<file path="src/hdl/bfss_pkg.sv">
package bfss_pkg;

    localparam int INO_W = 15;
    localparam int BLK_W = 16;
    localparam int POS_W = 17;
    localparam int WORD_W = 32;
    localparam int LEN_W = 8;
    localparam int CFG_IDX_W = 3;
    localparam int CFG_DATA_W = 17;
    localparam int CACHE_AW = 12;

    localparam logic [1:0] FUNC_WRITE = 2'd0;
    localparam logic [1:0] FUNC_INODE = 2'd1;
    localparam logic [1:0] FUNC_BLOCK = 2'd2;
    localparam logic [1:0] FUNC_RUN   = 2'd3;

    localparam logic [1:0] ST_FOUND   = 2'd0;
    localparam logic [1:0] ST_NOSPACE = 2'd1;
    localparam logic [1:0] ST_WRITTEN = 2'd2;

    localparam logic [CFG_IDX_W-1:0] CFG_IPG   = 3'd0;
    localparam logic [CFG_IDX_W-1:0] CFG_ICNT  = 3'd1;
    localparam logic [CFG_IDX_W-1:0] CFG_FINO  = 3'd2;
    localparam logic [CFG_IDX_W-1:0] CFG_BCNT  = 3'd3;
    localparam logic [CFG_IDX_W-1:0] CFG_FDB   = 3'd4;

    typedef enum logic [2:0] {
        S_IDLE,
        S_DIV,
        S_SETUP,
        S_CAND,
        S_PROBE,
        S_WAIT
    } t_state;

    typedef struct packed {
        logic             start;
        logic [INO_W-1:0] dividend;
        logic [INO_W-1:0] divisor;
    } t_rem_req;

    typedef struct packed {
        logic             done;
        logic [INO_W-1:0] rem;
    } t_rem_rsp;

endpackage

</file>
<file path="src/hdl/bfss_rem.sv">
module bfss_rem (
    input  logic               i_clk,
    input  logic               i_rst_n,
    input  bfss_pkg::t_rem_req i_req,
    output bfss_pkg::t_rem_rsp o_rsp
);
    logic                       r_busy;
    logic                       r_done;
    logic [3:0]                 r_cnt;
    logic [bfss_pkg::INO_W-1:0] r_x;
    logic [bfss_pkg::INO_W-1:0] r_r;
    logic [bfss_pkg::INO_W-1:0] r_d;
    logic [bfss_pkg::INO_W:0]   w_t;
    logic                       w_ge;

    // One restoring step per cycle: shift in the next dividend bit, subtract if it fits.
    assign w_t  = {r_r, r_x[bfss_pkg::INO_W-1]};
    assign w_ge = w_t >= {1'b0, r_d};

    always_ff @(posedge i_clk) begin
        if (!i_rst_n) begin
            r_busy <= 1'b0;
            r_done <= 1'b0;
            r_cnt  <= '0;
        end else begin
            r_done <= 1'b0;
            if (i_req.start) begin
                r_busy <= 1'b1;
                r_cnt  <= 4'(bfss_pkg::INO_W - 1);
            end else if (r_busy) begin
                if (r_cnt == '0) begin
                    r_busy <= 1'b0;
                    r_done <= 1'b1;
                end else begin
                    r_cnt <= r_cnt - 4'd1;
                end
            end
        end
    end

    always_ff @(posedge i_clk) begin
        if (i_req.start) begin
            r_x <= i_req.dividend;
            r_d <= i_req.divisor;
            r_r <= '0;
        end else if (r_busy) begin
            r_x <= r_x << 1;
            r_r <= w_ge ? bfss_pkg::INO_W'(w_t - {1'b0, r_d}) : w_t[bfss_pkg::INO_W-1:0];
        end
    end

    assign o_rsp.done = r_done;
    assign o_rsp.rem  = r_r;
endmodule

</file>
<file path="config.mk">
export PLATFORM = sky130hd
export DESIGN_NAME = bfss_rem
export DESIGN_NICKNAME = d
export VERILOG_FILES = /design/src/hdl/bfss_pkg.sv /design/src/hdl/bfss_rem.sv
export SDC_FILE = /design/constraint.sdc
export NUM_CORES = 1
export LEC_CHECK = 0
export ABC_AREA = 0
export ABC_CLOCK_PERIOD_IN_PS = 3300
export BUFFER_PORTS_ARGS = -buffer_cell sky130_fd_sc_hd__buf_4
export CAP_MARGIN = 15
export CORE_MARGIN = 5
export CORE_UTILIZATION = 55
export CTS_CLUSTER_DIAMETER = 40
export DETAILED_ROUTE_END_ITERATION = 16
export GPL_ROUTABILITY_DRIVEN = 0
export PLACE_DENSITY_LB_ADDON = 0.2
export SLEW_MARGIN = 10
export SYNTH_ARGS = -nofsm -noshare
export SYNTH_HDL_FRONTEND = slang
export SYNTH_SLANG_ARGS = --single-unit
</file>
<file path="constraint.sdc">
create_clock -name i_clk -period 3.3 [get_ports i_clk]
set_clock_uncertainty 0.1 [all_clocks]
set_input_delay 0.33 -clock i_clk [delete_from_list [all_inputs] [get_ports i_clk]]
set_output_delay 0.33 -clock i_clk [all_outputs]
set_load 0.1 [all_outputs]
</file>
==> impl_metrics.yaml <==
synthesis:
  synthMuxAreaShare_pct: 6.07
  synth_cell_type_count: 55
  yosys.area_share.xor_xnor_pct: 3.27
  synth-seq-area-share_pct: 44.8
  synthFlopType: "edfxtp_1"
  ys_async_sr_fraction_pct: 0
  synth_top_family_by_area: "compound AO/OA/AOI/OAI gates"
  synthAdderAreaFrac_pct: 7.89
  syn_area_per_cell_um2: 10.3
  synth-simple-area-share_pct: 13.5
  yosysWarnings: 0
  syn_area_um2: 2950
  ys_ff_latch: 51
  synth_edf_count: 30
  synth-compound-area-share_pct: 19.0
  synthesis.nets: 336
  synth_cells: 285
pwr:
  powerDensity_nw_per_um2: 446
  peakVddDrop_uv: 275
  power_leakage_uw: 0.00141
  power_uw: 1530
floorplan:
  initial_utilization_pct: 57.0
  io-pin-count: 49
  die_x_um: 83.2
  rows: 26
  die-area_um2: 6920
  core_area_um2: 5170
  die_height_um: 83.2
global_routing:
  grt_pass1_wl_mm: 10.4
  grt-ovfl-total: 0
  antenna_found_initial: 0
  grt_max_degree: 44
  grt_pass1_vias: 2225
  grt_use_total_pct: 18.1
worst_setup_path:
  crit_fanout: 11
  start_kind: "flop"
  setup.worst_path.end_class: "flop"
  r2r-end: "r_r[5]"
  rrSetupSlack_ps: 580
  reg2regPathDepth: 8
  arrival_ps: 2840
  cp.required_ps: 3420
  path_class: "flop to flop"
  reg2reg_from: "r_d[0]"
clock_network:
  post_cts_resized: 0
  root_buffer: "clkbuf_8"
  clk_path_buf_depth: 2
  cts_buffers: 5
  clkLatencyLatePin_ps: 310
  clock-sinks: 51
  cts_setup_buffers: 0
  hold_buffers: 0
  path_clk_slew_ps: 100
  htree_levels: 2
  cts_tree: "built"
worst_hold_path:
  min_path_type: "input port to flop"
  whs_path_depth: 1
  hold_path_end: "r_d[3]"
  worstHoldStart: "i_req[3]"
drt:
  wl_per_cell_um: 15.4
  drtIter0Drc: 166
  vias: 2266
  wl_mm: 6.14
  drc: 0
  first_pass_iters: 4
  vias_per_cell: 5.69
  ant_nets: 0
run_status:
  status: "finished clean"
timing:
  tns_ps: 0
  worst_slew_pin_slew_ps: 616
  min_period_over_period_pct: 82.4
  slew_headroom_pct: 57.9
  setup_slack_ps: 580
  rsz0062_at_grt: "false"
  setup_viol: 0
  max_freq_ghz: 0.368
  slew_viol_final: 0
  period_minus_slack_ps: 2720
  fin_hold_ws_ps: 91.0
  hold_viol_final: 0
cells_and_area:
  diodes: 0
  final_common_cell: "buf_4"
  drive_gt1_share_pct: 26.2
  final_util_pct: 66.2
  layout_common_cells: "buf_4, edfxtp_1, nand2_1, nor2_1"
  area_delta_synth_final_pct: 16.2
  nets: 378
placed_design:
  hpwl_mm: 4.45
  place_ws_ps: 592
  port_buffers: 48
flow_run:
  drv_cap: 0
## layer usage
layer / share of wire, % / up-vias / track usage (%)
met3: 4.7 / 6 / 4.16
met4: 1.1 / 0 / 6.69
met2: 49 / 48 / 29.2
met5: 0 / - / 0
met1: 45 / 1076 / 23.7
li1: - / 1136 / -
## critical path, cell delays in order, from the launching register on
cell	delay (ps)
edfxtp_1	380
ha_1	210
fa_1	380
nand2b_1	190
a21o_1	210
a31oi_2	250
o21ai_2	220
or3_1	430
a311oi_2	250
## stage by stage
stage	area (µm²)	instances
floorplan	2950	285
global placement	3340	390
detailed placement	3340	390
CTS	3430	398
global route	3430	398
finish	3430	398
## registers in the layout, summed over array words and instances, names as in the netlist
register	flops
r_cnt	4
r_x	15
r_d	15
r_r	15
r_busy	1
r_done	1
## cell families after synthesis
family | Yosys count
and+or+nand+nor | 82
muxes | 16
adders and majority gates | 18
AOI/OAI and AO/OA | 70
xor gates and xnor gates | 11
buffers and inverters | 37
DFF | 51
## power by group
part | internal [µW] | total, µW | switching (µW)
clock | 153 | 364 | 212
sequential | 730 | 756 | 25.3
combinational | 151 | 407 | 255
## how the worst max path moves through the flow
| stage | start | end | slack, ps | cells after the start |
|---|---|---|---|---|
| finish | r_d[0] | r_r[5] | 580 | 8 |
| floorplan | r_r[0] | r_r[5] | 110 | 8 |
| detailed placement | r_d[0] | r_r[11] | 590 | 8 |
| global route | r_x[14] | r_r[11] | 360 | 9 |
| global placement | r_x[14] | r_r[2] | 660 | 9 |
| CTS | r_d[0] | r_r[5] | 560 | 8 |
## Yosys cell counts (2+ instances only)
master     number  share of area, %
nand4_1         5               1.1
a2111oi_0       2              0.59
nor4_1          3              0.64
a21oi_1        14               2.4
xnor2_1         7               2.1
nand2b_1        4              0.85
a311oi_1        2              0.59
o21ai_0         7               1.2
mux2_2         14               5.3
xor2_1          4               1.2
edfxtp_1       30                31
o21a_1          4               1.0
buf_2           3              0.51
ha_1           17               7.2
a311oi_2        6               3.1
and4_1          2              0.59
a31oi_2         2              0.85
a32oi_1         2              0.59
and3_1          7               1.5
a21o_1          3              0.76
buf_1           3              0.38
inv_1          21               2.7
o211ai_1        2              0.51
a21boi_0        5               1.3
a211oi_1        3              0.76
nand3_1         3              0.51
a31o_2          3              0.89
dfxtp_1        21                14
nand2_1        26               3.3
o31ai_1         2              0.51
nor2_1         23               2.9
and2_1          2              0.42
buf_4           3              0.76
clkbuf_1        6              0.76
nor3b_1         2              0.51
a32o_1          3               1.0
## layout make-up
class | count | area (µm²)
repair buffers | 51 | 383
clock buffers | 6 | 72.6
fillers | 437 | 1750
clock inverters | 2 | 17.5
inverters | 21 | 78.8
multi-input cells | 197 | 1470
well taps | 70 | 87.6
flip-flops and latches | 51 | 1320
No activity file was read; power rests on OpenSTA's default activity.
